<file path="src/sv/pcpa_ram.sv">
module pcpa_ram #(
   parameter int WIDTH = 8,
   parameter int DEPTH = 64
) (
   input  logic                     clock,
   input  logic                     wr_en,
   input  logic [$clog2(DEPTH)-1:0] wr_addr,
   input  logic [WIDTH-1:0]         wr_data,
   input  logic [$clog2(DEPTH)-1:0] rd_addr,
   output logic [WIDTH-1:0]         rd_data
);

   logic [WIDTH-1:0] mem [DEPTH];
   logic [WIDTH-1:0] rd_data_ff;

   always_ff @(posedge clock) begin
      if (wr_en) begin
         mem[wr_addr] <= wr_data;
      end
      rd_data_ff <= mem[rd_addr];
   end

   assign rd_data = rd_data_ff;

endmodule

</file>
<file path="config.mk">
export PLATFORM = sky130hd
export DESIGN_NAME = pcpa_ram
export DESIGN_NICKNAME = d
export VERILOG_FILES = /design/src/sv/pcpa_ram.sv
export SDC_FILE = /design/constraint.sdc
export NUM_CORES = 1
export LEC_CHECK = 0
export ABC_AREA = 1
export BUFFER_PORTS_ARGS = -buffer_cell sky130_fd_sc_hd__buf_2
export CELL_PAD_IN_SITES_DETAIL_PLACEMENT = 0
export CELL_PAD_IN_SITES_GLOBAL_PLACEMENT = 2
export CORE_MARGIN = 4
export CORE_UTILIZATION = 44
export CTS_CLUSTER_SIZE = 28
export DETAILED_ROUTE_END_ITERATION = 7
export HOLD_SLACK_MARGIN = 0.03
export PLACE_DENSITY_LB_ADDON = 0.1
export SETUP_SLACK_MARGIN = 0.02
export SLEW_MARGIN = 30
export SYNTH_ARGS = -nofsm -noshare
export SYNTH_HDL_FRONTEND = slang
export SYNTH_SLANG_ARGS = --single-unit
</file>
<file path="constraint.sdc">
create_clock -name clock -period 3.5 [get_ports clock]
set_input_delay 1.05 -clock clock [delete_from_list [all_inputs] [get_ports clock]]
set_output_delay 1.05 -clock clock [all_outputs]
set_load 0.02 [all_outputs]
</file>
==> summary.log <==
qor: place.placed_cells_incl_taps 2447
qor: worst_setup_path.crit_required 4.05 ns
qor: cts.tritoncts done
qor: timing.postLayoutSetupSlackWorst 1.19 ns
qor: timing.period_share 66.1%
qor: power.pd_cells 549 mW/mm2
qor: timing.post-route-min-period 2.31 ns
qor: power.vdd_drop_max 370 uV
qor: timing.report.final.slew_viol_count 0
qor: grt.first_pass_grt_wire_length 87100 um
qor: die.die-area 0.0521 mm2
qor: grt.largest_net_degree_at_the_start_of_global_routing 104
qor: cts.cts.repair_timing.setup_buffer_count 0
qor: cts.number_of_hold_buffers_added_after_cts 0
qor: place.postPlaceCellArea 0.0225 mm2
qor: outcome.outcome completed
qor: route.num_vias 13566
qor: worst_setup_path.timing.critical_path.to_type register
qor: place.detailedPlace.worstSlack 0.611 ns
qor: grt.grt_overflow_total 0
qor: finish.layout.nets 1910
qor: finish.areaGrowthSynthToFinish 13.1%
qor: finish.final_layout_size_suffix_gt1_share 10.9%
qor: logic_synthesis.synth.avg_cell_area 11.8 um2
qor: logic_synthesis.ys_ff_latch 520
qor: route.route.antenna.remaining_nets 0
qor: timing.maxSlewHeadroom 56.6%
qor: flow_run.max-cap-violations 0
qor: route.wl 58100 um
qor: die.coreArea 0.0478 mm2
qor: timing.final-setup-viol-count 0
qor: route.post_drt_via_cell_ratio 5.33
qor: worst_setup_path.timing.setup.critical_path_class input pin to register
qor: worst_setup_path.path_max_fanout 71
qor: grt.grtUsageTotal 22.1%
qor: grt.number_of_antenna_violations_at_the_first_check_in_global_routing 2
qor: finish.layout.cells.non_filler 2543
qor: worst_setup_path.timing.critical_path.arrival 2.86 ns
qor: logic_synthesis.synth.yosys.seq_area_share 72.8%
qor: logic_synthesis.count_of_different_cell_masters_after_synthesis 16
qor: timing.worst_max_slew_pin_slew 0.648 ns
qor: finish.finish.instance_area 0.0241 mm2
qor: route.drcViolationCount 0
qor: place.gpl_congestion 0.806
qor: cts.number_of_buffers_created_by_cts 54
qor: cts.clock_transition_at_path_regs 0.06 ns
qor: place.buffer_ports.inserted 29
qor: timing.fin_tns_setup 0 ns
qor: die.ioPinCount 30
qor: cts.post_cts_resized 0
qor: timing.skew 0.0269 ns
qor: route.drt-initial-drc-count 1083
qor: cts.clock_latency_of_the_later_clocked_register_in_the_worst_skew_pair 0.60 ns
qor: grt.first_global_vias 13357
qor: logic_synthesis.netlist_area_before_placement 0.0213 mm2
qor: place.dp_hpwl 34200 um
qor: timing.rsz0062_at_grt no
qor: cts.htree_num_levels 2
qor: die.die_height 228 um
qor: worst_setup_path.setup.worst_path.start_class input pin
qor: power.leakage_component_of_the_power 8.81 nW
qor: logic_synthesis.cell_count_after_synthesis 1805
qor: logic_synthesis.synthesis.nets 1827
qor: route.wl_per_cell 22.9 um
qor: worst_hold_path.worst_hold_path_type input pin to register
qor: die.starting_density_of_the_core 44.6%
qor: cts.clock_sink_count 520
qor: cts.cts_root_buf clkbuf_16
qor: timing.timing.final.hold_violations 0
qor: cts.max-clock-path-buffers 3
qor: timing.fmax 432 MHz
qor: timing.fin_worst_hold_slack 0.694 ns
qor: die.dieWidth 228 um
qor: die.fp-row-count 80
qor: route.number_of_detailed_route_iterations_in_the_first_pass 5
qor: logic_synthesis.yosys_warnings 0
-- area by class of cell --
type | instances | area (um2)
Sequential cell | 520 | 15500
Clock inverter | 17 | 156
Inverter | 12 | 55.1
Fill cell | 4279 | 23700
Antenna cell | 1 | 2.50
Tap cell | 615 | 769
Clock buffer | 78 | 1500
Multi-Input combinational cell | 1160 | 4950
Timing Repair Buffer | 140 | 1180
-- cell usage in the layout (no fill, tap or decap) --
cell / n
nand2_1: 648
edfxtp_1: 512
nand3_1: 439
buf_4: 97
nor2_1: 56
clkbuf_16: 55
buf_2: 27
clkbuf_1: 19
buf_12: 15
inv_1: 9
nand4_1: 9
nor4_1: 8
clkinv_1: 8
dfxtp_1: 8
clkbuf_8: 5
clkinv_2: 4
bufinv_16: 3
diode_2: 1
inv_8: 1
inv_4: 1
inv_2: 1
inv_6: 1
clkinvlp_4: 1
-- worst max-delay path, stage by stage --
cell,delay (ns)
clkbuf_8,0.14
inv_8,0.35
buf_12,0.31
nand2_1,0.08
nand3_1,0.07
nand3_1,0.13
nand2_1,0.10
nand2_1,0.05
nand3_1,0.19
nand3_1,0.17
nand2_1,0.10
-- layer usage --
metal	wire length, um	vias up	global-route usage [%]
li1	-	6512	-
met1	26100	6648	31.5
met2	27800	327	35.9
met3	2890	77	3.79
met4	1310	2	5.26
met5	10	-	0
-- through the flow --
stage / utilization, % / power (mW)
floorplan: - / 7.54
global placement: 47.0 / 7.93
detailed placement: 47.0 / 7.93
CTS: 50.5 / 13.4
global route: 50.5 / 13.7
finish: 50.5 / 13.3
-- report_power, final --
group / leakage, nW / switching (mW) / internal (mW) / total (mW)
combinational: 3.33 / 0.643 / 0.225 / 0.868
clock: 0.804 / 2.30 / 3.18 / 5.48
sequential: 4.67 / 0.0205 / 6.89 / 6.91
total: 8.81 / 2.96 / 10.3 / 13.3
-- final timing paths --
path | start | slack (ns) | end | cells after the start
worst max-delay path | rd_addr[0] | 1.19 | rd_data[4]$_DFF_P_ | 11
worst max register to register | mem[31][2]$_DFFE_PP_ | 2.14 | rd_data[2]$_DFF_P_ | 8
worst min-delay path | wr_data[2] | 0.69 | mem[1][2]$_DFFE_PP_ | 1
worst min register to register | mem[34][4]$_DFFE_PP_ | 0.81 | rd_data[4]$_DFF_P_ | 8
-- cells in the mapped netlist, drive strengths merged --
cell type,instances,area (um2)
nand3,439,2200
clkbuf,15,56.3
nor4,8,50.1
inv,12,50.1
buf,98,752
nand4,9,56.3
nand2,648,2430
nor2,56,210
dfxtp,8,160
edfxtp,512,15400
-- flip-flops by register name, summed over array words and instances (netlist names) --
signal	flops
rd_data	8
mem	512
-- cell families after synthesis --
| group | after synthesis | share of synthesized area, % |
|---|---|---|
| buffers and inverters | 125 | 4.02 |
| and+or+nand+nor | 1160 | 23.2 |
| DFF | 520 | 72.8 |
Note: power is estimated with default switching activity, not from simulation.
