`config.mk`:
```
export PLATFORM = sky130hd
export DESIGN_NAME = pcpa_dist
export DESIGN_NICKNAME = d
export VERILOG_FILES = /design/src/sv/pcpa_pkg.sv /design/src/sv/pcpa_dist.sv
export SDC_FILE = /design/constraint.sdc
export NUM_CORES = 2
export LEC_CHECK = 0
export ABC_AREA = 1
export ABC_CLOCK_PERIOD_IN_PS = 10400
export BUFFER_PORTS_ARGS = -buffer_cell sky130_fd_sc_hd__buf_2
export CORE_MARGIN = 4
export CORE_UTILIZATION = 60
export CTS_CLUSTER_SIZE = 30
export DETAILED_ROUTE_END_ITERATION = 10
export HOLD_SLACK_MARGIN = 0.15
export PLACE_DENSITY = 0.77
export SYNTH_ARGS = -nofsm -noshare
export SYNTH_HDL_FRONTEND = slang
export SYNTH_SLANG_ARGS = --single-unit
```
`constraint.sdc`:
```
create_clock -name clock -period 10.4 [get_ports clock]
set_input_delay 0.52 -clock clock [delete_from_list [all_inputs] [get_ports clock]]
set_output_delay 0.52 -clock clock [all_outputs]
set_load 0.02 [all_outputs]
```
`src/sv/pcpa_pkg.sv`:
```
package pcpa_pkg;

   // Field widths of the item and result.
   localparam int POS_W     = 24;
   localparam int DIFF_W    = 25;
   localparam int DIST_W    = 25;
   localparam int SLOT_IN_W = 6;
   localparam int CSR_IDX_W = 2;

   // Distance unit: squares, radicand and the digit-by-digit root.
   localparam int SQ_W       = 48;
   localparam int RAD_W      = 50;
   localparam int REM_W      = 26;
   localparam int ROOT_STEPS = RAD_W / 2;
   localparam int STEP_W     = $clog2(ROOT_STEPS);

   // Register indexes of the configuration port.
   localparam logic [CSR_IDX_W-1:0] CSR_IGNORE = 2'd0;
   localparam logic [CSR_IDX_W-1:0] CSR_REPORT = 2'd1;
   localparam logic [CSR_IDX_W-1:0] CSR_SWING  = 2'd2;

   // Register values after reset.
   localparam logic [DIST_W-1:0] IGNORE_RESET = 25'd1600;
   localparam logic [DIST_W-1:0] REPORT_RESET = 25'd800;
   localparam logic [DIST_W-1:0] SWING_RESET  = 25'd16;

   // Range history of one pair, as held in the pair table.
   typedef struct packed {
      logic [DIST_W-1:0] last;
      logic [DIST_W-1:0] run_min;
      logic [DIST_W-1:0] run_max;
      logic              has_dist;
      logic              closing;
      logic              valid;
   } slot_type;

   // Per-item part of a result.
   typedef struct packed {
      logic              cpa_event;
      logic [DIST_W-1:0] cpa_distance;
      logic [POS_W-1:0]  mid_x;
      logic [POS_W-1:0]  mid_y;
      logic [DIST_W-1:0] distance;
      logic              skipped;
   } rsp_type;

endpackage

```
`src/sv/pcpa_dist.sv`:
```
module pcpa_dist
   import pcpa_pkg::*;
(
   input  logic                     clock,
   input  logic                     reset,
   input  logic                     start,
   input  logic signed [DIFF_W-1:0] dx,
   input  logic signed [DIFF_W-1:0] dy,
   output logic                     done,
   output logic [DIST_W-1:0]        distance
);

   localparam logic [2:0] P_IDLE = 3'd0;
   localparam logic [2:0] P_SQX  = 3'd1;
   localparam logic [2:0] P_SQY  = 3'd2;
   localparam logic [2:0] P_SUM  = 3'd3;
   localparam logic [2:0] P_ROOT = 3'd4;

   logic [2:0]               phase_ff, phase_in;
   logic [STEP_W-1:0]        step_ff, step_in;
   logic                     done_ff, done_in;
   logic signed [DIFF_W-1:0] dx_ff, dx_in, dy_ff, dy_in;
   logic [SQ_W-1:0]          prod_ff, prod_in;
   logic [RAD_W-1:0]         rad_ff, rad_in;
   logic [REM_W-1:0]         rem_ff, rem_in;
   logic [DIST_W-1:0]        root_ff, root_in;

   logic signed [DIFF_W-1:0]   mul_op;
   logic signed [2*DIFF_W-1:0] sq_full;
   logic [REM_W+1:0]           rem_shift, trial, rem_diff;
   logic                       take;

   // One shared multiplier squares dx, then dy.
   assign mul_op  = (phase_ff == P_SQX) ? dx_ff : dy_ff;
   assign sq_full = mul_op * mul_op;

   // One root digit a step: bring down two radicand bits, try 4*root+1.
   assign rem_shift = {rem_ff, rad_ff[RAD_W-1 -: 2]};
   assign trial     = {1'b0, root_ff, 2'b01};
   assign take      = rem_shift >= trial;
   assign rem_diff  = rem_shift - trial;

   always_comb begin
      phase_in = phase_ff;
      step_in  = step_ff;
      done_in  = 1'b0;
      dx_in    = dx_ff;
      dy_in    = dy_ff;
      prod_in  = prod_ff;
      rad_in   = rad_ff;
      rem_in   = rem_ff;
      root_in  = root_ff;
      unique case (phase_ff)
         P_IDLE: begin
            if (start) begin
               dx_in    = dx;
               dy_in    = dy;
               phase_in = P_SQX;
            end
         end
         P_SQX: begin
            prod_in  = sq_full[SQ_W-1:0];
            phase_in = P_SQY;
         end
         P_SQY: begin
            rad_in   = {2'b00, prod_ff};
            prod_in  = sq_full[SQ_W-1:0];
            phase_in = P_SUM;
         end
         P_SUM: begin
            rad_in   = rad_ff + {2'b00, prod_ff};
            rem_in   = '0;
            root_in  = '0;
            step_in  = '0;
            phase_in = P_ROOT;
         end
         P_ROOT: begin
            rad_in  = {rad_ff[RAD_W-3:0], 2'b00};
            rem_in  = take ? rem_diff[REM_W-1:0] : rem_shift[REM_W-1:0];
            root_in = {root_ff[DIST_W-2:0], take};
            step_in = step_ff + 1'b1;
            if (step_ff == STEP_W'(ROOT_STEPS - 1)) begin
               done_in  = 1'b1;
               phase_in = P_IDLE;
            end
         end
         default: begin
            phase_in = P_IDLE;
         end
      endcase
   end

   always_ff @(posedge clock) begin
      if (reset) begin
         phase_ff <= P_IDLE;
         step_ff  <= '0;
         done_ff  <= 1'b0;
      end else begin
         phase_ff <= phase_in;
         step_ff  <= step_in;
         done_ff  <= done_in;
      end
      dx_ff   <= dx_in;
      dy_ff   <= dy_in;
      prod_ff <= prod_in;
      rad_ff  <= rad_in;
      rem_ff  <= rem_in;
      root_ff <= root_in;
   end

   assign done     = done_ff;
   assign distance = root_ff;

   a_done_pulse : assert property (@(posedge clock) disable iff (reset)
      done_ff |=> !done_ff)
      else $error("distance done held for more than one cycle");

endmodule

```
==> results.toml <==
[drt]
routed_wl_mm = 103
ant_nets = 0
wl_per_cell_um = 19.2
via_count = 28762
drt_iter0_drc = 1967
vias_per_cell = 5.35
drc = 0
dr.pass1.iters = 6

[placed_design]
hpwl_mm = 85.2
place_congestion = 0.992
portBuffers = 78

[floorplan]
rows = 88
design.die.area_um2 = 62800
ioPinCount = 79
dieHeight_um = 251
start_util = 0.609
core-area_um2 = 58000
fp.dieW_um = 251

[sta]
setup_tns_ns = 0
rsz0062_at_grt = "false"
hold_viol_final = 0
slew_headroom = 0.322
fin_crit_ns = 9.25
period_share = 0.889
fmax_ghz = 0.108
skew_ns = 0.0195
finalSetupViolations = 0
drv_slew = 0
worst_pin_slew_ns = 1.01

[synth]
synth_seq_cells = 207
synth_area_um2 = 35300
synthTopCellsByArea = "fa_1 (34%), edfxtp_1 (17%), inv_1 (13%), nand2_1 (11%), ha_1 (7.6%)"
async_flop_share = 0
yosys-top-cells-count = "inv_1 (1,206), nand2_1 (1,026), fa_1 (592), nor2_1 (472), ha_1 (215)"
netlist_instances = 4484
yosys.cell_count.top_type = "inv_1"
ys.flop_type = "edfxtp_1"
synth.net_count = 5344
syn_avg_cell_area_um2 = 7.88
yosysTopAreaCell = "fa_1"
yosysSeqAreaShare = 0.173
yosys_warnings = 0
synth_top_area_frac = 0.335
synth_edf_count = 198
ys_types = 47

[clocking]
clock_sink_count = 207
cts_tree = "done"
cts-root-buf = "clkbuf_16"
clockBufferDepth = 3
cts_buffers = 24
worstSkewPairLatency_ns = 0.57
cts_setup_buffers = 0
htree_num_levels = 1
path_clk_slew_ns = 0.06

[grt]
grt_pass1_wl_mm = 164
grt_pass1_vias = 30359
grt_start_max_net_pins = 60
track_usage = 0.332
overflow = 0
grt_antenna_before_repair = 2

[worst_setup_path]
worstPathArrival_ns = 9.56
crit_type = "flip-flop to flip-flop"
crit_fanout = 31
cp_data_required_time_ns = 10.72
rrSetupSlack_ns = 1.15
crit_path_start_kind = "flip-flop"
crit_slowest_cell = "fa_1"
critPathMostFrequentCell = "inv_1"
rr_endpoint = "prod_ff[43]"
reg2reg_depth = 28
r2r_start = "phase_ff[2]"
worstSetupEndpointType = "flip-flop"
cp_slowest_stage_delay_ns = 0.83

[worst_hold_path]
min_from = "reset"
hold_path_depth = 2
worstHoldEndpoint = "step_ff[1]"
hp-class = "input pin to flip-flop"

[finish]
layout-drive-gt1-share = 0.0467
nets = 5449
n_fill_cell = 4972
syn2layout_area_growth_pct = 7.11
num_antenna_cells = 0

[run_status]
status = "finished, final reports clean"

[flow_run]
maxCapViolCount = 0
-- layout make-up --
| type | count | area [um2] | share of cell area |
|---|---|---|---|
| Multi-Input combinational cell | 2973 | 24200 | 0.641 |
| Clock buffer | 30 | 623 | 0.0165 |
| Inverter | 1226 | 4600 | 0.122 |
| Clock inverter | 14 | 186 | 0.00493 |
| Sequential cell | 207 | 6130 | 0.162 |
| Timing Repair Buffer | 157 | 1110 | 0.0293 |
| Tap cell | 765 | 957 | 0.0253 |
-- state kept, by name, summed over array words and instances (netlist names) --
signal	cells
distance	25
done	1
dx_ff	25
dy_ff	25
phase_ff	3
prod_ff	47
rad_ff	50
rem_ff	26
step_ff	5
-- repair_timing --
item,4_1_cts,5_1_grt
endpoints found under the hold margin,50,0
hold buffers,50,0
resized for setup,0,0
-- worst max-delay path: cells and delay by family (launching register included) --
family / cells / cell delay [ns]
buf+inv: 10 / 1.50
flops: 1 / 0.45
fa+ha+maj: 8 / 4.42
simple gates: 10 / 2.58
-- layout by cell type, fill, tap and decap left out, types with 24 or more instances in the layout --
master	instances
a21oi_1	151
buf_2	78
buf_4	29
clkbuf_16	24
dlygate4sd3_1	50
edfxtp_1	198
fa_1	592
ha_1	215
inv_1	1205
nand2_1	1025
nand3_1	162
nand4_1	50
nor2_1	471
nor3_1	32
o21ai_0	78
o21bai_1	25
xor2_1	32
-- metal layers --
metal | vias up | global-route usage | wire [um]
li1 | 13542 | - | -
met1 | 13700 | 0.405 | 39100
met2 | 1168 | 0.572 | 49600
met3 | 348 | 0.0648 | 8320
met4 | 4 | 0.156 | 6250
met5 | - | 0 | 25
-- how the worst max path moves through the flow --
stage	startpoint	to	slack [ns]
4_1_cts	phase_ff[2]	prod_ff[43]	1.18
2_1_floorplan	phase_ff[0]	prod_ff[47]	3.13
6_report	phase_ff[2]	prod_ff[43]	1.15
3_3_place_gp	phase_ff[1]	prod_ff[43]	1.18
3_5_place_dp	phase_ff[1]	prod_ff[43]	1.18
5_1_grt	phase_ff[2]	prod_ff[41]	0.64
-- metrics by stage --
step	utilization	worst slack [ns]	hold slack (ns)	std cells	cell area (um2)
after detailed placement	0.630	1.18	0.498	5278	36500
after global routing	0.652	0.638	0.305	5372	37800
after global placement	0.630	1.18	0.480	5278	36500
after floorplan	-	3.13	0.459	4484	35300
after CTS	0.652	1.18	0.255	5372	37800
final	0.652	1.15	0.309	5372	37800
-- kinds of logic after synthesis --
logic type      share of synthesized area
simple gates                        0.207
buf+inv                             0.142
fa+ha+maj                           0.412
compound gates                     0.0535
flops                               0.173
xor+xnor                           0.0126
Power is not shown: default switching activity piles up to over one toggle a cycle in this logic, so the estimate is an artifact.
